`src/hw/rtl/cu_ram.sv`:
```
// ----------------------------------------------------------------------------
// cu_ram: generic simple dual-port RAM
// One write port and one read port; read data is registered.
// ----------------------------------------------------------------------------
module cu_ram #(
  parameter int DEPTH = 16,
  parameter int WIDTH = 8
) (
  input  logic                     clk,
  input  logic                     we,
  input  logic [$clog2(DEPTH)-1:0] waddr,
  input  logic [WIDTH-1:0]         wdata,
  input  logic                     re,
  input  logic [$clog2(DEPTH)-1:0] raddr,
  output logic [WIDTH-1:0]         rdata
);

  logic [WIDTH-1:0] mem [DEPTH];

  // Write port.
  always_ff @(posedge clk) begin
    if (we) begin
      mem[waddr] <= wdata;
    end
  end

  // Read port; read data is registered.
  always_ff @(posedge clk) begin
    if (re) begin
      rdata <= mem[raddr];
    end
  end

endmodule

```
`config.mk`:
```
export PLATFORM = sky130hd
export DESIGN_NAME = cu_ram
export DESIGN_NICKNAME = d
export VERILOG_FILES = /design/src/hw/rtl/cu_ram.sv
export SDC_FILE = /design/constraint.sdc
export NUM_CORES = 1
export LEC_CHECK = 0
export ABC_CLOCK_PERIOD_IN_PS = 2020
export BUFFER_PORTS_ARGS = -buffer_cell sky130_fd_sc_hd__clkbuf_2
export CAP_MARGIN = 0
export CORE_MARGIN = 1
export CORE_UTILIZATION = 55
export DETAILED_ROUTE_END_ITERATION = 12
export GPL_ROUTABILITY_DRIVEN = 1
export GPL_TIMING_DRIVEN = 0
export PLACE_DENSITY = 0.74
export SYNTH_ARGS = -nofsm -noshare
export SYNTH_HDL_FRONTEND = slang
export SYNTH_SLANG_ARGS = --single-unit
```
`constraint.sdc`:
```
create_clock -name clk -period 2.02 [get_ports clk]
set_input_delay 0.101 -clock clk [delete_from_list [all_inputs] [get_ports clk]]
set_output_delay 0.101 -clock clk [all_outputs]
set_load 0.03 [all_outputs]
```
==> flow_summary.toml, run 1 <==
[clocking]
cts.sinks = 136
path_clk_slew_ps = 60
ctsHtreeMaxLevel = 4
root_buffer = "clkbuf_8"
cts_buffers = 17
clock_path_buffers = 2
cts_tree = "done"
insertion_delay_ps = 520
cts_resized = 0

[synthesis]
synth_cells = 229
syn_area_sq_um = 5230
syn_avg_cell_area_sq_um = 22.8
synth_seq_cells = 136
synth.net_count = 248
ys_warn_count = 0
seq_area_frac_synth_pct = 78.1
ys_types = 18

[pwr]
p_per_area_nw_per_um2 = 1060
ir_drop_v = 0.000751
p_leak_nw = 2.05

[floorplan]
floorplan.initialDensity_pct = 56.6
core-area_sq_um = 9240
die_h_microns = 99.5
rows = 35
dieArea_sq_um = 9900
die_x_microns = 99.5
ios = 27

[setup_path]
slowest_delay_ps = 570
crit_arrival_ps = 1820
r2r-end = "rdata[1]"
rr_worst_depth = 3
required_ps = 2290
cp-start-kind = "flop"
crit_chain = "mux4_1, a22oi_1, nand2_1"
reg2reg_from = "mem[4][1]"
rrSetupSlack_ps = 470
critPathSlowestCell = "mux4_1"
path_class = "flop to flop"
worstSetupStartpoint = "mem[4][1]"
critPathCaptureType = "flop"
crit_fanout = 1

[drt]
viasPerCell = 5.94
first_iter_violations = 239
drc = 0
ant_nets = 0
dr.pass1.iters = 5
drt-total-wl_microns = 9450
via_count = 2469
wl_per_cell_microns = 22.7

[finish]
area_growth_pct = 16.8
drive_gt1_share_pct = 29.3
layoutNonFillerInstCount = 416
final_net_count = 294
n_antenna_cell = 0

[place]
placedCellCount = 383
place_congestion = 0.751
dp_hpwl_microns = 5910
portBuffers = 25
detailedPlace.worstSlack_ps = -212

[sta]
relSlewSlack_pct = 17.1
grt_setup_unrepaired = "false"
clock_skew_ps = 5.57
whs_ps = 17.3
slew_violations = 0
worstMarginPinSlew_ps = 1230
hold_violations = 0
period_minus_slack_ps = 1550
setup_ws_ps = 472
min_period_over_period_pct = 76.6
setup_violations = 0
max_freq_ghz = 0.646

[worst_hold_path]
hold_path_startpoint = "wdata[0]"
hold_path_depth = 1
hold_end = "mem[2][0]"
min_path_type = "input port to flop"

[run]
drv_cap = 0

[grt]
grt_max_degree = 17
grt_util_met1_pct = 30.8
grt_use_met2_pct = 31.4
grt_antenna_before_repair = 0
met3_usage_pct = 5.62
grt.busiest_layer = "met2"
grt-ovfl-total = 0
grt_pass1_wl_microns = 14100
grt_pass1_vias = 2375
grt_use_total_pct = 21.4

[status]
status = "completed"
[Yosys cell counts, drive strengths merged]
library cell | instances | area (sq um)
nor3 | 4 | 20.0
mux4 | 32 | 773
nor2b | 1 | 6.26
nand3b | 2 | 15.0
nand3 | 1 | 5.00
clkdlybuf4s25 | 3 | 30.0
a22oi | 16 | 120
or3b | 1 | 8.76
edfxtp | 136 | 4080
nor2 | 13 | 48.8
nand2b | 2 | 12.5
and2b | 1 | 7.51
nand2 | 9 | 33.8
and2 | 1 | 6.26
buf | 7 | 56.3
[kinds of logic after synthesis]
| logic type | count (synthesis) | synth area share, % |
|---|---|---|
| buf+inv | 10 | 1.65 |
| simple gates | 35 | 3.14 |
| compound gates | 16 | 2.30 |
| mux | 32 | 14.8 |
| flops | 136 | 78.1 |
[worst max-delay path: cells and delay by family (launching register included)]
kind / cells / cell delay, ps
multiplexers: 1 / 570
AND/OR/NAND/NOR: 1 / 80
flip-flops: 1 / 370
AO/OA/AOI/OAI: 1 / 270
[where the power goes]
| group | internal [mW] | leakage, nW | switching, mW |
|---|---|---|---|
| Sequential | 3.18 | 1.24 | 0.0145 |
| Combinational | 0.123 | 0.531 | 0.195 |
| Clock | 1.86 | 0.278 | 1.11 |
[worst max path at each step]
stage	to	slack, ps	cells past startpoint
after floorplan	mem[0][0]	430	2
after global placement	mem[0][4]	-150	3
after detailed placement	mem[0][4]	-210	3
after CTS	mem[0][3]	320	3
after global routing	rdata[0]	450	3
final	rdata[1]	470	3
[per-layer routing]
metal	vias up	routed length (microns)
met4	0	192
li1	1075	-
met5	-	0
met3	21	649
met1	1270	4110
met2	103	4500
[flip-flops by register name, summed over array words and instances, names as in the netlist]
name / count
mem: 128
rdata: 8
[metrics by stage]
| stage | area, sq um | setup TNS (ps) | total power [mW] | utilization, % |
|---|---|---|---|---|
| after detailed placement | 5510 | -1690 | 3.57 | 59.7 |
| after CTS | 6100 | 0 | 6.50 | 66.0 |
| after global routing | 6100 | 0 | 6.65 | 66.1 |
| after floorplan | 5230 | 0 | 3.44 | - |
| after global placement | 5510 | -1180 | 3.56 | 59.7 |
| final | 6100 | 0 | 6.48 | 66.1 |
[cells in the final DEF (no fill, tap or decap), types with 2 or more instances in the layout]
master and n:
bufinv_16 3, clkinv_4 3, a22oi_1 16, mux4_2 18
nand2_1 9, nor3_1 4, clkbuf_16 16, buf_6 3
nand3b_1 2, clkinv_1 2, clkinv_2 4, clkbuf_2 25
nand2b_1 2, clkdlybuf4s25_2 3, edfxtp_1 136, buf_2 3
mux4_1 14, clkinvlp_4 2, nor2_1 13
[area by class of cell]
cell class	count	area, sq um
Buffer	10	86.3
Clock buffer	17	414
Clock inverter	14	159
Fill cell	601	3140
Multi-Input combinational cell	83	1060
Sequential cell	136	4080
Tap cell	129	161
Timing Repair Buffer	27	143
[repair_timing]
action / in CTS / in global routing
buffers inserted: 0 / 0
endpoints found under the hold margin: 8 / 0
setup endpoints to repair: 0 / 0
hold buffers: 1 / 0
Note: power is estimated with default switching activity, not from simulation.
==> inputs of run 2 (changes only) <==
Settings changed: ABC_AREA from default to 1, ABC_CLOCK_PERIOD_IN_PS 2020 to 1500.
Clock period 2.02 ns to 1.5 ns, I/O delays scaled along.
==> run 2 against run 1 <==
Compared with the run above:
- synthesized cell count up 140%
- clock skew about the same
- setup slack lost 170 ps
- sequential power rose by 34%
==> flow_summary.toml, run 2 <==
[synthesis]
synth_top_area_share_pct = 69.8
synth_fa_ha_area_share_pct = 0
synth_seq_cells = 136
synth_most_common_cell = "nand2_1"
seq_area_frac_synth_pct = 69.8
synth_commonest_cells = "173 x nand2_1, 136 x edfxtp_1, 100 x inv_1"
synth_cells = 551
syn_area_sq_um = 5850
syn_avg_cell_area_sq_um = 10.6
synth-compound-area-share_pct = 0
yosys.area.top_type = "edfxtp_1"
synth.net_count = 570
synth_area_leaders = "edfxtp_1 70%, nand2_1 11%, nand3_1 8.3%"
ys.flop_type = "edfxtp_1"
muxShareOfSynthArea_pct = 0
synth_top_family_by_area = "simple AND/OR/NAND/NOR gates"
ys_types = 11
synthSimpleGateAreaFrac_pct = 20.8
synthArstFlopShare_pct = 0
ys_warn_count = 0
synth_enable_flop_cells = 136
synthXorXnorAreaFrac_pct = 0

[finish]
n_antenna_cell = 0
final_common_cell = "nand2_1"
most-common-layout-cells = "173 x nand2_1, 136 x edfxtp_1, 100 x inv_1"
layoutNonFillerInstCount = 743
area_growth_pct = 15.2
top_regs = "mem (128), rdata (8)"
regMostFlops = "mem"
largest_reg_flops = 128
final_net_count = 613
drive_gt1_share_pct = 13.0

[pwr]
p_leak_nw = 2.91
ir_drop_v = 0.000714
fin_total_pwr_mw = 9.04
p_per_area_nw_per_um2 = 1340

[grt]
grt_max_degree = 17
grt_pass1_vias = 3886
grt-ovfl-total = 0
grt_antenna_before_repair = 0
grt_use_total_pct = 27.0
grt_pass1_wl_microns = 21300

[clocking]
path_clk_slew_ps = 60
cts_tree = "done"
root_buffer = "clkbuf_8"
insertion_delay_ps = 520
ctsHtreeMaxLevel = 4
clock_path_buffers = 2
cts_setup_buffers = 0
cts.sinks = 136
cts_resized = 0
cts_buffers = 17

[worst_hold_path]
min_path_type = "input port to flop"
hold_path_startpoint = "wdata[2]"

[sta]
whs_ps = 19.7
period_minus_slack_ps = 1200
max_freq_ghz = 0.834
slew_violations = 0
clock_skew_ps = 5.95
grt_setup_unrepaired = "false"
hold_violations = 0
worstMarginPinSlew_ps = 930
min_period_over_period_pct = 80.0
setup_violations = 0
fin_setup_tns_ps = 0
setup_ws_ps = 301
relSlewSlack_pct = 37.8

[setup_path]
rrSetupSlack_ps = 300
reg2reg_from = "mem[14][5]"
required_ps = 1770
crit_arrival_ps = 1470
critPathCaptureType = "flop"
path_class = "flop to flop"
worstSetupStartpoint = "mem[14][5]"
crit_fanout = 1
cp-start-kind = "flop"

[status]
status = "completed"

[drt]
viasPerCell = 5.46
first_iter_violations = 385
via_count = 4058
wl_per_cell_microns = 18.6
drt-total-wl_microns = 13800
drc = 0
ant_nets = 0
dr.pass1.iters = 5

[floorplan]
ios = 27
die_h_microns = 105
dieArea_sq_um = 11000
rows = 37
core-area_sq_um = 10300
die_x_microns = 105
floorplan.initialDensity_pct = 56.6

[place]
dp_hpwl_microns = 8720
portBuffers = 23
detailedPlace.worstSlack_ps = -58.6
place_congestion = 0.851
placedCellCount = 710

[run]
drv_cap = 0
[run 2: cell types whose count changed after synthesis, sizes merged, moves of 2 or more]
cell           change
nand3             +96
mux4              -32
nand2            +164
nor3               -4
nor2               +4
a22oi             -16
inv              +102
nand2b             -2
buf               +17
clkdlybuf4s25      -3
[run 2: per-layer routing]
layer / up-vias / part of all wire [%] / GRT usage (%) / wire, microns
met1: 1913 / 41 / 36.6 / 5610
met2: 255 / 47 / 41.8 / 6550
met3: 26 / 10 / 6.05 / 1450
met5: - / 0 / 0 / 0
li1: 1864 / - / - / -
met4: 0 / 1.6 / 12.9 / 222
[run 2: final timing paths]
check              end  depth (start not counted)
min          mem[9][2]                          1
max           rdata[5]                          6
max reg2reg   rdata[5]                          6
min reg2reg   rdata[0]                          6
[run 2: power by group]
| group | internal (mW) | leakage [nW] | total [mW] | switching [mW] |
|---|---|---|---|---|
| Combinational | 0.161 | 1.40 | 0.586 | 0.426 |
| Clock | 2.53 | 0.275 | 4.15 | 1.62 |
| Sequential | 4.28 | 1.24 | 4.30 | 0.0203 |
[run 2: kinds of logic after synthesis]
logic type	Yosys count
DFF	136
buffers and inverters	126
and+or+nand+nor	289
[run 2: cell type report]
| cell class | instances | area (sq um) |
|---|---|---|
| Tap cell | 136 | 170 |
| Fill cell | 786 | 3590 |
| Clock buffer | 17 | 414 |
| Buffer | 24 | 166 |
| Sequential cell | 136 | 4080 |
| Inverter | 102 | 383 |
| Multi-Input combinational cell | 289 | 1210 |
| Clock inverter | 15 | 176 |
| Timing Repair Buffer | 24 | 125 |
[run 2: repair_timing]
item / 4_1_cts / 5_1_grt
hold buffers: 1 / 0
endpoints found under the setup margin: 0 / 0
hold endpoints to repair: 8 / 0
[run 2: worst max-delay path: stages, from the launching register on]
cell and delay (ps):
edfxtp_1 390, inv_1 90, nand2_1 70, nand3_1 110
nand3_1 90, nand3_1 120, nand2_1 80
[run 2: per-stage QoR]
step,area (sq um),utilization (%)
floorplan,5850,-
global placement,6130,59.4
detailed placement,6130,59.4
CTS,6730,65.2
global route,6730,65.2
finish,6730,65.2
==> inputs of run 3 (changes only) <==
Settings changed: ABC_AREA 1 to 0, ABC_CLOCK_PERIOD_IN_PS 1500 to 1100, CORE_UTILIZATION 55 to 54, PLACE_DENSITY 0.74 to 0.75.
Clock period 1.5 ns to 1.1 ns, I/O delays scaled along.
==> run 3 against run 2 <==
Compared with the run above:
- the run now ends with setup timing left
- combinational power grew 21%
- flip-flop and latch count is the same
- die area shrank 8.8%
- largest cell class unchanged
- setup slack lost 680 ps
==> flow_summary.toml, run 3 (synthesized netlist as in run 1, its figures left out) <==
[status]
status = "finished, violations left"
violations = "setup timing"

[drt]
highest_layer = "met4"
via_count = 2494
met1Wirelength_microns = 4200
first_iter_violations = 292
viasPerCell = 5.94
met3WireLength_microns = 635
drc = 0
dr.pass1.iters = 4
drt-total-wl_microns = 10300
wl_per_cell_microns = 24.5
wl_met2_microns = 5260
ant_nets = 0

[finish]
most-common-layout-cells = "136 x edfxtp_1, 32 x mux4_2, 17 x clkbuf_2"
area_growth_pct = 20.8
layoutNonFillerInstCount = 420
final_area_sq_um = 6310
regMostFlops = "mem"
num-fill-cells = 570
largest_reg_flops = 128
top_regs = "mem (128), rdata (8)"
final_net_count = 297
final_common_cell = "edfxtp_1"
drive_gt1_share_pct = 38.8
n_antenna_cell = 0

[place]
place_congestion = 0.729
placedCellCount = 383
place_area_sq_um = 5530
dp_hpwl_microns = 6120
portBuffers = 25

[floorplan]
ios = 27
die_h_microns = 100
core-area_sq_um = 9330
floorplan.initialDensity_pct = 56.0
dieArea_sq_um = 10100
rows = 35
die_x_microns = 100

[sta]
setup_violations = 16
max_freq_ghz = 0.677
grt_setup_unrepaired = "true"
hold_violations = 0
min_period_over_period_pct = 134
clock_skew_ps = 4.84
setup_ws_ps = -376
period_minus_slack_ps = 1480
slew_violations = 0
relSlewSlack_pct = 45.8
fin_setup_tns_ps = -2890
worstMarginPinSlew_ps = 810

[setup_path]
crit_chain = "mux4_2, a22oi_2, nand2_1"
cp-start-kind = "flop"
r2r-end = "rdata[7]"
worstSetupStartpoint = "mem[3][7]"
rr_worst_depth = 3
crit_arrival_ps = 1730
required_ps = 1360
critPathCaptureType = "flop"
reg2reg_from = "mem[3][7]"
crit_fanout = 1
slowest_delay_ps = 490
rrSetupSlack_ps = -380
critPathSlowestCell = "mux4_2"
path_class = "flop to flop"

[worst_hold_path]
hold_end = "mem[8][0]"
hold_path_depth = 1
min_path_type = "input port to flop"
hold_path_startpoint = "wdata[0]"

[grt]
grt_antenna_before_repair = 0
grt_pass1_wl_microns = 15300
grt_max_degree = 17
grt-ovfl-total = 0
grt_pass1_vias = 2480
grt_use_total_pct = 22.8

[clocking]
cts_tree = "done"
ctsHtreeMaxLevel = 4
clock_path_buffers = 2
cts_buffers = 17
path_clk_slew_ps = 60
insertion_delay_ps = 520
root_buffer = "clkbuf_8"
cts.sinks = 136
cts_setup_buffers = 0

[pwr]
ir_drop_v = 0.00119
p_leak_nw = 2.07
p_per_area_nw_per_um2 = 1990

[run]
drv_cap = 0
[run 3: cell count changes in the layout (fill, tap and decap cells not counted), sizes merged, moves of 3 or more]
cell	delta
dlygate4sd3	+4
buf	-15
nand2	-164
clkdlybuf4s25	+3
mux4	+32
a22oi	+16
inv	-105
nand3	-96
nor3	+4
nor2	-4
[run 3: repair_timing]
item,4_1_cts,5_1_grt
endpoints found under the hold margin,45,0
pin swaps,0,2
resized for setup,23,3
hold buffers,5,0
endpoints found under the setup margin,16,16
[run 3: per-layer routing]
metal	vias to the layer above	global-route usage, %
met5	-	0
met1	1291	30.8
met2	120	36.0
li1	1067	-
met3	16	5.29
met4	0	9.92
[run 3: critical path: cells and delay by family, from the launching register on]
kind | cells | cell delay [ps]
mux | 1 | 490
flops | 1 | 370
compound gates | 1 | 240
simple gates | 1 | 110
[run 3: area by class of cell]
type | instances | area, sq um | share of cell area [%]
flip-flops and latches | 136 | 4080 | 64.7
multi-input cells | 83 | 1080 | 17.1
clock buffers | 18 | 418 | 6.62
repair buffers | 30 | 244 | 3.86
clock inverters | 14 | 205 | 3.25
well taps | 129 | 161 | 2.56
plain buffers | 10 | 120 | 1.90
[run 3: how the worst max path moves through the flow]
stage,endpoint,slack (ps),cells past startpoint
2_1_floorplan,rdata[0],-170,3
3_3_place_gp,rdata[0],-430,5
3_5_place_dp,rdata[2],-450,5
4_1_cts,rdata[0],-350,3
5_1_grt,rdata[5],-400,3
6_report,rdata[7],-380,3
[run 3: metrics by stage]
stage / utilization [%] / total power, mW / hold slack (ps) / worst slack, ps
2_1_floorplan: - / 6.35 / 154 / -166
3_3_place_gp: 59.3 / 6.57 / 401 / -427
3_5_place_dp: 59.3 / 6.60 / 409 / -454
4_1_cts: 67.6 / 12.6 / 6.83 / -348
5_1_grt: 67.7 / 12.8 / 22.5 / -398
6_report: 67.7 / 12.5 / 11.6 / -376
[run 3: where the power goes]
| part | internal (mW) | switching, mW | total, mW |
|---|---|---|---|
| Sequential | 5.84 | 0.0362 | 5.88 |
| Clock | 3.88 | 2.07 | 5.95 |
| Combinational | 0.304 | 0.403 | 0.708 |
| Total | 10.0 | 2.50 | 12.5 |
