## src/hw/rtl/cu_pkg.sv

```systemverilog
// ----------------------------------------------------------------------------
// cu_pkg: shared types and constants for the console UART
// Request and result structs, FIFO sizes, bus and CSR codes, digit helpers.
// ----------------------------------------------------------------------------
package cu_pkg;

  // FIFO depths and the widths that follow from them.
  localparam int RX_DEPTH = 16384;
  localparam int TX_DEPTH = 65536;
  localparam int RX_AW = $clog2(RX_DEPTH);
  localparam int RX_LW = $clog2(RX_DEPTH + 1);
  localparam int RX_SW = RX_AW + 2;
  localparam int TX_AW = $clog2(TX_DEPTH);
  localparam int TX_LW = $clog2(TX_DEPTH + 1);
  localparam int TX_SW = TX_AW + 2;

  // Request opcodes.
  localparam logic [2:0] OP_LOAD   = 3'd0;
  localparam logic [2:0] OP_STORE  = 3'd1;
  localparam logic [2:0] OP_CSR_WR = 3'd2;
  localparam logic [2:0] OP_CSR_RD = 3'd3;
  localparam logic [2:0] OP_PUSH   = 3'd4;
  localparam logic [2:0] OP_POP    = 3'd5;

  // Guest bus addresses and CSR numbers.
  localparam logic [31:0] DATA_ADDR      = 32'h1000_0000;
  localparam logic [31:0] STATUS_ADDR    = 32'h1000_0005;
  localparam logic [7:0]  STATUS_BASE    = 8'h60;
  localparam logic [11:0] CSR_PRINT_DEC  = 12'h136;
  localparam logic [11:0] CSR_PRINT_HEX  = 12'h137;
  localparam logic [11:0] CSR_PRINT_BYTE = 12'h139;
  localparam logic [11:0] CSR_GET_BYTE   = 12'h140;
  localparam logic [8:0]  RD_NONE        = 9'h1FF;

  // Digit counts for the print commands.
  localparam int BCD_DIGITS = 10;
  localparam int BCD_W = 4 * BCD_DIGITS;
  localparam int BIN_W = 32;
  localparam logic [3:0] DEC_COUNT = 4'd10;
  localparam logic [3:0] HEX_COUNT = 4'd8;

  typedef struct packed {
    logic [2:0]  opcode;
    logic [31:0] address;
    logic [11:0] csr_sel;
    logic [31:0] data_value;
  } cu_req_t;

  typedef struct packed {
    logic signed [8:0] read_data;
    logic              push_accepted;
    logic              pop_valid;
    logic [7:0]        pop_byte;
  } cu_rsp_t;

  // ASCII character for one hex or decimal digit, lowercase letters.
  function automatic logic [7:0] cu_digit_char(input logic [3:0] nib);
    logic [7:0] c;
    if (nib < 4'd10) begin
      c = 8'h30 + {4'h0, nib};
    end else begin
      c = 8'h57 + {4'h0, nib};
    end
    return c;
  endfunction

endpackage

```

## src/hw/rtl/cu_bcd.sv

```systemverilog
// ----------------------------------------------------------------------------
// cu_bcd: binary to BCD converter
// Shift-and-add-3 conversion of a 32-bit value, one bit per cycle.
// ----------------------------------------------------------------------------
module cu_bcd (
  input  logic                     clk,
  input  logic                     rst,
  input  logic                     go,
  input  logic [31:0]              value,
  output logic                     done,
  output logic [cu_pkg::BCD_W-1:0] bcd
);
  import cu_pkg::*;

  logic [BIN_W-1:0] bin;
  logic [5:0]       cnt;
  logic             running;
  logic [BCD_W-1:0] adj;

  // Add three to every digit of five or more before the next shift.
  always_comb begin
    for (int i = 0; i < BCD_DIGITS; i++) begin
      if (bcd[4*i +: 4] >= 4'd5) begin
        adj[4*i +: 4] = bcd[4*i +: 4] + 4'd3;
      end else begin
        adj[4*i +: 4] = bcd[4*i +: 4];
      end
    end
  end

  // Conversion sequencer.
  always_ff @(posedge clk) begin
    if (rst) begin
      running <= 1'b0;
      done    <= 1'b0;
      cnt     <= '0;
    end else begin
      done <= 1'b0;
      if (go) begin
        bin     <= value;
        bcd     <= '0;
        cnt     <= 6'(BIN_W);
        running <= 1'b1;
      end else if (running) begin
        bcd <= {adj[BCD_W-2:0], bin[BIN_W-1]};
        bin <= {bin[BIN_W-2:0], 1'b0};
        cnt <= cnt - 6'd1;
        if (cnt == 6'd1) begin
          running <= 1'b0;
          done    <= 1'b1;
        end
      end
    end
  end

endmodule

```

## config.mk

```make
export PLATFORM = sky130hd
export DESIGN_NAME = cu_bcd
export DESIGN_NICKNAME = d
export VERILOG_FILES = /design/src/hw/rtl/cu_pkg.sv /design/src/hw/rtl/cu_bcd.sv
export SDC_FILE = /design/constraint.sdc
export NUM_CORES = 1
export LEC_CHECK = 0
export BUFFER_PORTS_ARGS = -buffer_cell sky130_fd_sc_hd__buf_2
export CORE_ASPECT_RATIO = 0.8
export CORE_MARGIN = 4
export CORE_UTILIZATION = 30
export CTS_BUF_LIST = sky130_fd_sc_hd__clkbuf_16
export DETAILED_ROUTE_END_ITERATION = 10
export SYNTH_ARGS = -nofsm -noshare
export SYNTH_HDL_FRONTEND = slang
export SYNTH_SLANG_ARGS = --single-unit
export TNS_END_PERCENT = 50
```

## constraint.sdc

```tcl
create_clock -name clk -period 4.7 [get_ports clk]
set_input_delay 0.705 -clock clk [delete_from_list [all_inputs] [get_ports clk]]
set_output_delay 0.705 -clock clk [all_outputs]
set_load 0.005 [all_outputs]
```

==> Implementation_results.wiki, run 1 <==
{| class="wikitable"
! Metric !! Value
|-
| Biggest area contributors in the synthesized netlist || edfxtp_1 (53%), mux2_2 (14%), ha_1 (6.7%), nor2_1 (5.2%), dfxtp_1 (3.9%)
|-
| Leak || 2.01 nW
|-
| GRT overflow || 0
|-
| Cell taking the most area after synthesis || edfxtp_1
|-
| Sequential standard cell area || 0.00232 mm^2
|-
| Via count normalized by instance count || 4.41
|-
| Cell at the root of the clock tree || clkbuf_16
|-
| IO buf count || 75
|-
| Starting Density || 31.3%
|-
| Die Area || 0.0156 mm^2
|-
| Cell Rows || 37
|-
| Sum of routed wire length over all layers || 7.47 mm
|-
| Sink of the worst hold path || cnt[4]
|-
| Min-delay src || cnt[4]
|-
| First-pass iteration count of the detailed router || 4
|-
| Final-report max-slew violation count || 0
|-
| Filler cell count in the final layout || 1309
|-
| Share of synthesized registers carrying an async set or reset || 0%
|-
| Setup total negative slack || 0 ns
|-
| CTS Buffer Depth || 2
|-
| Worst-Skew Late Latency || 0.33 ns
|-
| Hold violation total from the final report || 0
|-
| GP Congestion || 0.754
|-
| Number of gates resized after CTS || 0
|-
| Number of buffers created by CTS || 9
|-
| Number of antenna violations at the first check in global routing || 2
|-
| Vias in the first global route || 2581
|-
| Post-synth top cells || edfxtp_1 (72), nor2_1 (57), mux2_2 (51), inv_1 (23), ha_1 (22)
|-
| DR DRC count || 0
|-
| Share of the core filled with cells || 37.9%
|-
| Register bit count reported by yosys || 80
|-
| Gate count after technology mapping || 343
|-
| Post-Route Skew || 0.00789 ns
|-
| Maximum fanout encountered on the critical timing path || 42
|-
| Syn. warnings || 0
|-
| Multi-input gate area in the final layout || 0.00163 mm^2
|-
| Worst supply voltage drop on vdd || 0.208 mV
|-
| Standard cell core area || 0.0131 mm^2
|-
| Hold-fix buffer count after cts || 0
|-
| Status || finished, final reports clean
|-
| Worst setup slack for register-to-register paths || 2.68 ns
|-
| Most used flip-flop cell after synthesis || edfxtp_1
|-
| Hold depth || 2
|-
| First-pass GRT wire length || 12.5 mm
|-
| Post-detailed-route count of antenna-violating nets || 0
|-
| Capturing point of the worst reg2reg path || bin[12]
|-
| Number of buffers and inverters on the critical path || 1
|-
| Critical Path Slowest Stage Cell || nor2_4
|-
| Distinct cell type count after synthesis || 28
|-
| Headroom to the max-slew limit || 30.6%
|-
| Post-DP HPWL || 5.18 mm
|-
| Delay of the slowest cell on the worst path || 0.73 ns
|-
| First-iteration detailed-routing DRC count || 121
|-
| Highest attainable clock frequency || 494 MHz
|-
| Data arrival time at the worst-slack endpoint || 2.04 ns
|-
| Clock H-tree levels || 3
|-
| Most used standard cell by instance count after synthesis || edfxtp_1
|-
| Pin count of the biggest net entering global routing || 98
|-
| Worst setup slack after layout || 2.68 ns
|-
| Layout cell share with drive strength beyond 1 || 34.3%
|-
| Critical path class || reg -> reg
|-
| Sequential cell area fraction in the yosys report || 56.5%
|-
| Total number of vias || 2636
|-
| TritonCTS clock tree || done
|-
| Global-route total usage across every layer || 9.76%
|-
| Net total in the final layout || 475
|-
| Synthesized area || 0.00411 mm^2
|-
| Tightest Pin Transition || 1.04 ns
|-
| Sinks on Clock Net || 80
|-
| Post-CTS clock slew at the launch and capture registers of the worst setup and hold paths || 0.06 ns
|-
| Die Height || 113 um
|-
| Top cell family by delay on the critical path || simple AND/OR/NAND/NOR gates
|-
| Final cycle utilization of the critical path || 43.1%
|-
| Total power divided by cell area || 366 mW/mm^2
|-
| Number of max-cap violations || 0
|-
| Top-level port count || 76
|-
| Synth-to-layout area growth || 21.1%
|-
| Setup Buffers After CTS || 0
|-
| Number of nets in the synthesized netlist || 400
|-
| Type of the most critical hold path || reg -> reg
|-
| List of cells traversed by the critical path || nor2_1 > nor2_4 > buf_12
|-
| DP Worst Slack || 2.38 ns
|-
| Avg Cell Area, Syn || 12.0 um^2
|-
| Endpoint class of the critical path || flip-flop
|-
| Horizontal extent of the die || 139 um
|-
| Depth of the worst register-to-register path || 3
|-
| Antenna diode count || 0
|-
| Required time at the worst-slack endpoint || 4.71 ns
|-
| Unrepaired setup endpoints after global routing || no
|-
| Synth top area share || 52.6%
|-
| Number of enable flip-flop cells after synthesis || 72
|-
| Crit path launch type || flip-flop
|-
| Launch point of the worst reg-to-reg path || running
|-
| Clock period minus worst slack || 2.02 ns
|-
| Average wire per standard cell || 12.5 um
|-
| Final setup fails || 0
|}
[where the power goes]
group,switching (W),internal [W]
clock,0.000271,0.000462
combinational,0.000106,0.000107
sequential,0.0000362,0.000839
[kinds of logic after synthesis]
group / count (synthesis) / share of synthesized area (%)
fa+ha+maj: 22 / 6.70
xor+xnor: 12 / 2.56
mux: 51 / 14.0
simple gates: 109 / 12.0
flops: 80 / 56.5
buf+inv: 36 / 4.05
compound gates: 33 / 4.20
[how the worst max path moves through the flow]
stage / startpoint / to / slack (ns) / cells past startpoint
after global routing: running / bin[8] / 2.54 / 3
after floorplan: go / bcd[0] / 0.08 / 4
after global placement: go / bin[12] / 2.40 / 4
after detailed placement: go / bin[17] / 2.38 / 4
after CTS: running / bcd[16] / 2.65 / 3
final: running / bin[12] / 2.68 / 3
[worst min-delay path, delay by kind of cell, from the launching register on]
kind,cells,cell delay (ns)
AO/OA/AOI/OAI,2,0.13
flip-flops,1,0.33
[placed cells by master (no fill, tap or decap)]
master and count:
a211oi_1 1, a21oi_1 21, and2_1 1, and4b_1 1, buf_12 1, buf_2 74
buf_4 2, bufinv_16 2, clkbuf_16 9, clkinv_2 1, clkinv_4 2, dfxtp_1 8
edfxtp_1 72, ha_1 22, inv_1 25, mux2_2 51, nand2_1 21, nand2_2 1
nand2b_1 10, nor2_1 56, nor2_4 1, nor2b_1 1, nor3_1 12, nor4_1 2
nor4b_4 1, o21a_1 1, o21ai_0 9, o31ai_1 1, or2_1 1, or4_1 1
xnor2_1 2, xor2_1 10
[metrics by stage]
step	instance area [um^2]	power (W)	hold slack (ns)	cells
detailed placement	4660	0.00111	0.493	582
CTS	4980	0.00185	0.504	598
finish	4980	0.00182	0.504	598
floorplan	4110	0.00104	0.465	343
global placement	4660	0.00110	0.481	582
global route	4980	0.00191	0.549	598
[cell type report]
| cell class | count | area share (%) |
|---|---|---|
| clock buffers | 9 | 4.52 |
| clock inverters | 7 | 1.81 |
| inverters | 23 | 1.73 |
| multi-input cells | 227 | 32.7 |
| flip-flops and latches | 80 | 46.7 |
| well taps | 175 | 4.40 |
| repair buffers | 77 | 8.14 |
[registers in the layout (all words and copies together), names as in the netlist]
| register | count |
|---|---|
| bcd | 40 |
| cnt | 6 |
| running | 1 |
| bin | 32 |
| done | 1 |
[metal layers]
layer | global-route usage (%) | vias to the layer above | wire length (um)
met5 | 0 | - | 21
met4 | 2.35 | 4 | 69
met3 | 5.37 | 10 | 656
met2 | 14.5 | 70 | 3110
met1 | 12.5 | 1202 | 3610
li1 | - | 1350 | -
(Power assumes the default switching activity.)
==> inputs of run 2 (changes only) <==
==> constraint.sdc (replaced) <==
create_clock -name clk -period 1.7 [get_ports clk]
set_input_delay 0.255 -clock clk [delete_from_list [all_inputs] [get_ports clk]]
set_output_delay 0.255 -clock clk [all_outputs]
set_load 0.005 [all_outputs]
==> run 2 against run 1 <==
  * Fmax grew 24%
  * First-iteration DRC count grew 7.4%
  * Count of clock-buffer cells in the layout is the same
  * Sequential power grew to 2.8 times the previous value
  * Clock power grew to 3.0 times the previous value
  * Die area is the same
  * Cell area grew 5.2%
  * Critical path depth grew 1
  * Combinational power grew to 3.1 times the previous value
  * Routed wire length grew 3.9%
  * Core utilization grew 2.0 points
  * Total power grew to 2.9 times the previous value
  * Largest power group unchanged
==> Implementation_results.wiki, run 2 (synthesized netlist as in run 1, its figures left out) <==
{| class="wikitable"
! Metric !! Value
|-
| Regs by FF count || bcd: 40 flops, bin: 32 flops, cnt: 6 flops
|-
| Top cell family by delay on the critical path || flip-flops
|-
| Net total in the final layout || 489
|-
| Delay of the slowest cell on the worst path || 0.46 ns
|-
| First-iteration detailed-routing DRC count || 130
|-
| Average wire per standard cell || 12.7 um
|-
| Commonest non-fill, non-tap cell in the layout || buf_2
|-
| Number of buffers and inverters on the critical path || 0
|-
| Final setup fails || 0
|-
| Die Area || 0.0156 mm^2
|-
| M2 GR Usage || 15.6%
|-
| Number of antenna violations at the first check in global routing || 3
|-
| Via count normalized by instance count || 4.41
|-
| Biggest register || bcd
|-
| Clock H-tree levels || 3
|-
| Number of max-cap violations || 0
|-
| Cell count after placement || 592
|-
| Critical Path Slowest Stage Cell || edfxtp_1
|-
| Die Height || 113 um
|-
| Post-detailed-route count of antenna-violating nets || 0
|-
| Maximum fanout encountered on the critical timing path || 5
|-
| First-pass GRT wire length || 12.9 mm
|-
| DR DRC count || 0
|-
| Post-Route Skew || 0.00527 ns
|-
| Tightest Pin Transition || 0.319 ns
|-
| Sinks on Clock Net || 80
|-
| GRT overflow || 0
|-
| Post-DP HPWL || 5.42 mm
|-
| Synth-to-layout area growth || 27.4%
|-
| Highest attainable clock frequency || 615 MHz
|-
| Horizontal extent of the die || 139 um
|-
| Highest-count cells in the layout ignoring fill and taps || buf_2 (74), edfxtp_1 (72), nor2_1 (55)
|-
| Standard cell core area || 0.0131 mm^2
|-
| Met3 routing resource usage after global routing || 5.24%
|-
| Critical path class || reg -> reg
|-
| Required time at the worst-slack endpoint || 1.78 ns
|-
| GP Congestion || 0.720
|-
| IO buf count || 75
|-
| Global-route total usage across every layer || 10.1%
|-
| Clock period minus worst slack || 1.63 ns
|-
| Top-level port count || 76
|-
| Total Power || 0.00531 W
|-
| List of cells traversed by the critical path || ha_1 > nand2b_1 > a21oi_2 > mux2_2
|-
| Hold violation total from the final report || 0
|-
| Worst-Skew Late Latency || 0.33 ns
|-
| Most used routing layer || met2
|-
| Final cycle utilization of the critical path || 95.7%
|-
| Starting Density || 31.3%
|-
| Status || finished, final reports clean
|-
| Layout cell share with drive strength beyond 1 || 41.6%
|-
| Vias in the first global route || 2742
|-
| Worst setup slack for register-to-register paths || 0.07 ns
|-
| Cell at the root of the clock tree || clkbuf_16
|-
| Sum of routed wire length over all layers || 7.77 mm
|-
| First-pass iteration count of the detailed router || 6
|-
| Data arrival time at the worst-slack endpoint || 1.71 ns
|-
| Met1 track demand over resource || 12.5%
|-
| TritonCTS clock tree || done
|-
| Total power divided by cell area || 1010 mW/mm^2
|-
| Crit path launch type || flip-flop
|-
| Type of the most critical hold path || in -> reg
|-
| Leak || 2.09 nW
|-
| Worst slack on hold paths || 0.156 ns
|-
| Final-report max-slew violation count || 0
|-
| Unrepaired setup endpoints after global routing || yes
|-
| Post-route insts no fill || 613
|-
| Headroom to the max-slew limit || 78.6%
|-
| Endpoint class of the critical path || flip-flop
|-
| Cell Rows || 37
|-
| Post-CTS clock slew at the launch and capture registers of the worst setup and hold paths || 0.06 ns
|-
| Number of buffers created by CTS || 9
|-
| Pin count of the biggest net entering global routing || 49
|-
| Largest register FFs || 40
|-
| Total number of vias || 2702
|-
| Worst supply voltage drop on vdd || 0.504 mV
|-
| CTS Buffer Depth || 2
|}
run 2: worst paths after layout:
kind / end / startpoint / depth (start not counted)
worst min register to register: cnt[4] / cnt[4] / 2
worst max-delay path: bcd[13] / bcd[12] / 4
worst min-delay path: cnt[5] / rst / 2
worst max register to register: bcd[13] / bcd[12] / 4
run 2: worst reg2reg max path, delay by kind of cell (launching register included):
family / cells / cell delay (ns)
AO/OA/AOI/OAI: 1 / 0.19
adder cells (fa/ha/maj): 1 / 0.23
flip-flops: 1 / 0.46
multiplexers: 1 / 0.36
AND/OR/NAND/NOR: 1 / 0.15
run 2: final cells by class:
type                    count  area [um^2]
inverters                  23         86.3
repair buffers             91          548
multi-input cells         227         1710
clock buffers               9          225
fillers                  1296         7910
diodes                      1         2.50
well taps                 175          219
clock inverters             7          119
flip-flops and latches     80         2320
run 2: metal layers:
metal  wire length (um)  vias to the layer above  part of all wire [%]
li1                   -                     1379                     -
met1               3620                     1241                    47
met2               3390                       67                    44
met3                631                       11                   8.1
met4                102                        4                   1.3
met5                 20                        -                  0.26
run 2: stage by stage:
step | setup TNS (ns) | instance area (um^2) | utilization (%) | setup WS (ns)
6_report | 0 | 5240 | 39.8 | 0.0733
4_1_cts | 0 | 5140 | 39.1 | 0.00109
2_1_floorplan | -22.09 | 4140 | - | -0.304
3_3_place_gp | -0.0708 | 4780 | 36.4 | -0.0376
3_5_place_dp | -0.145 | 4780 | 36.4 | -0.0691
5_1_grt | -0.0877 | 5240 | 39.8 | -0.0430
run 2: report_power, final:
part / switching (W) / total (W) / internal (W) / leakage, nW
combinational: 0.000320 / 0.000666 / 0.000346 / 1.16
clock: 0.000788 / 0.00223 / 0.00144 / 0.164
sequential: 0.0000990 / 0.00242 / 0.00232 / 0.763
total: 0.00121 / 0.00531 / 0.00410 / 2.09
run 2: what timing repair did:
action / 4_1_cts / 5_1_grt
gates cloned: 0 / 0
pin swaps: 0 / 6
hold buffers: 0 / 0
gates resized for setup: 4 / 19
endpoints found under the setup margin: 6 / 20
buffers inserted: 0 / 4
==> inputs of run 3 (changes only) <==
--- a/config.mk
+++ b/config.mk
@@ -6,11 +6,15 @@
 export NUM_CORES = 1
 export LEC_CHECK = 0
 export BUFFER_PORTS_ARGS = -buffer_cell sky130_fd_sc_hd__buf_2
+export CELL_PAD_IN_SITES_DETAIL_PLACEMENT = 1
+export CELL_PAD_IN_SITES_GLOBAL_PLACEMENT = 1
 export CORE_ASPECT_RATIO = 0.8
 export CORE_MARGIN = 4
-export CORE_UTILIZATION = 30
+export CORE_UTILIZATION = 40
 export CTS_BUF_LIST = sky130_fd_sc_hd__clkbuf_16
 export DETAILED_ROUTE_END_ITERATION = 10
+export HOLD_SLACK_MARGIN = 0.12
+export PLACE_DENSITY_LB_ADDON = 0.1
 export SYNTH_ARGS = -nofsm -noshare
 export SYNTH_HDL_FRONTEND = slang
 export SYNTH_SLANG_ARGS = --single-unit
==> run 3 against run 2 <==
  * Count of clock-buffer cells in the layout is the same
  * Core utilization increased by 13 points
  * Total power down 1.7%
  * Final cell count fell by 4.9%
  * Sequential share of layout area is 0.16 points higher
==> Implementation_results.wiki, run 3 (synthesized netlist as in run 1, its figures left out) <==
{| class="wikitable"
! Metric !! Value
|-
| Cell at the root of the clock tree || clkbuf_16
|-
| DR DRC count || 0
|-
| Commonest non-fill, non-tap cell in the layout || buf_2
|-
| Antenna diode count || 0
|-
| Cell area after placement || 0.00477 mm^2
|-
| Part of the power in combinational logic || 13.4%
|-
| Unrepaired setup endpoints after global routing || yes
|-
| Cell Int Power || 0.00397 W
|-
| Synth-to-layout area growth || 26.9%
|-
| Final-report max-slew violation count || 0
|-
| Net switching power || 0.00125 W
|-
| Sinks on Clock Net || 80
|-
| Post-detailed-route count of antenna-violating nets || 0
|-
| Vias in the first global route || 2871
|-
| Leak || 2.13 nW
|-
| Largest register FFs || 40
|-
| Switch share || 23.9%
|-
| GP Congestion || 0.781
|-
| Number of buffers and inverters on the critical path || 1
|-
| Clock H-tree levels || 3
|-
| Data arrival time at the worst-slack endpoint || 1.74 ns
|-
| Total power divided by cell area || 1000 mW/mm^2
|-
| Average wire per standard cell || 14.9 um
|-
| First-pass GRT wire length || 14.3 mm
|-
| Critical Path Slowest Stage Cell || edfxtp_1
|-
| Sequential group share of total power || 46.5%
|-
| Endpoint class of the critical path || flip-flop
|-
| Standard cell core area || 0.00985 mm^2
|-
| Summed area of non-filler cells in the final layout || 0.00522 mm^2
|-
| Regs by FF count || bcd: 40 flops, bin: 32 flops, cnt: 6 flops
|-
| Final cycle utilization of the critical path || 97.2%
|-
| Pin count of the biggest net entering global routing || 58
|-
| Post-CTS clock slew at the launch and capture registers of the worst setup and hold paths || 0.06 ns
|-
| Share of the core filled with cells || 53.0%
|-
| Layout cell share with drive strength beyond 1 || 43.4%
|-
| Critical path class || reg -> reg
|-
| Number of antenna violations at the first check in global routing || 1
|-
| Filler cell count in the final layout || 1078
|-
| Post-Route Skew || 0.00346 ns
|-
| List of cells traversed by the critical path || inv_2 > ha_2 > nand2b_1 > a21oi_2 > mux2_2
|-
| Number of buffers created by CTS || 9
|-
| Type of the most critical hold path || in -> reg
|-
| Die Height || 98.7 um
|-
| CTS Buffer Depth || 2
|-
| Worst-Skew Late Latency || 0.34 ns
|-
| Maximum fanout encountered on the critical timing path || 3
|-
| Cell Rows || 32
|-
| TritonCTS clock tree || done
|-
| Global-route total usage across every layer || 15.2%
|-
| Horizontal extent of the die || 121 um
|-
| Worst supply voltage drop on vdd || 0.622 mV
|-
| First-pass iteration count of the detailed router || 4
|-
| First-iteration detailed-routing DRC count || 115
|-
| Post-DP HPWL || 5.95 mm
|-
| Hold violation total from the final report || 0
|-
| Die Area || 0.0120 mm^2
|-
| Required time at the worst-slack endpoint || 1.79 ns
|-
| Starting Density || 41.7%
|-
| Crit path launch type || flip-flop
|-
| Final setup fails || 0
|-
| Sum of routed wire length over all layers || 8.67 mm
|-
| Headroom to the max-slew limit || 79.0%
|-
| Delay of the slowest cell on the worst path || 0.43 ns
|-
| Clock period minus worst slack || 1.65 ns
|-
| Top-level port count || 76
|-
| Status || finished, final reports clean
|-
| Biggest register || bcd
|-
| Hold-fix buffer count after cts || 0
|-
| IO buf count || 75
|-
| Number of max-cap violations || 0
|-
| Highest attainable clock frequency || 605 MHz
|-
| Tightest Pin Transition || 0.312 ns
|-
| Net total in the final layout || 499
|-
| GRT overflow || 0
|-
| Top cell family by delay on the critical path || flip-flops
|-
| Total number of vias || 2803
|-
| Clock group share of total power || 40.1%
|-
| Via count normalized by instance count || 4.81
|-
| Highest-count cells in the layout ignoring fill and taps || buf_2 (74), edfxtp_1 (72), nor2_1 (55)
|}
run 3: power by group through the flow:
stage	Sequential (W)	Combinational [W]	Clock [W]
4_1_cts	0.00242	0.000686	0.00215
5_1_grt	0.00245	0.000791	0.00225
2_1_floorplan	0.00245	0.000422	0
6_report	0.00243	0.000699	0.00210
3_3_place_gp	0.00245	0.000647	0
3_5_place_dp	0.00246	0.000671	0
run 3: worst register-to-register path, stage by stage (launching register included):
cell,delay (ns)
edfxtp_1,0.43
inv_2,0.11
ha_2,0.19
nand2b_1,0.08
a21oi_2,0.24
mux2_2,0.36
run 3: cell type report:
type | count | area, um^2 | share of cell area, %
repair buffers | 101 | 611 | 11.7
clock inverters | 7 | 95.1 | 1.82
well taps | 136 | 170 | 3.26
clock buffers | 9 | 225 | 4.32
inverters | 23 | 86.3 | 1.65
multi-input cells | 227 | 1710 | 32.7
flip-flops and latches | 80 | 2320 | 44.5
run 3: per-stage QoR:
step | hold WS, ns | TNS (ns) | cells | power (W) | setup WS [ns]
final | 0.140 | 0 | 583 | 0.00522 | 0.0471
after global routing | 0.139 | -0.104 | 583 | 0.00548 | -0.0309
after CTS | 0.131 | 0 | 576 | 0.00526 | 0.00540
after detailed placement | 0.498 | -0.358 | 560 | 0.00313 | -0.109
after global placement | 0.486 | -0.139 | 560 | 0.00310 | -0.0535
after floorplan | 0.334 | -22.09 | 343 | 0.00287 | -0.304
run 3: worst paths after layout:
| check | from | end | slack [ns] | cells after the start |
|---|---|---|---|---|
| worst max-delay path | bcd[17] | bcd[18] | 0.05 | 5 |
| worst min-delay path | rst | cnt[5] | 0.14 | 2 |
| worst max register to register | bcd[17] | bcd[18] | 0.05 | 5 |
| worst min register to register | cnt[4] | cnt[4] | 0.50 | 2 |
run 3: metal layers:
layer  track usage [%]  vias to the layer above  share of wire [%]
li1                  -                     1396                  -
met1              19.3                     1332                 45
met2              23.9                       61                 47
met3              5.79                       12                6.5
met4              5.17                        2                1.3
met5                 0                        -               0.15
run 3: timing repair:
item,CTS,global route
resized for setup,7,18
pin swaps,1,8
endpoints found under the setup margin,11,20
buffers inserted,0,7
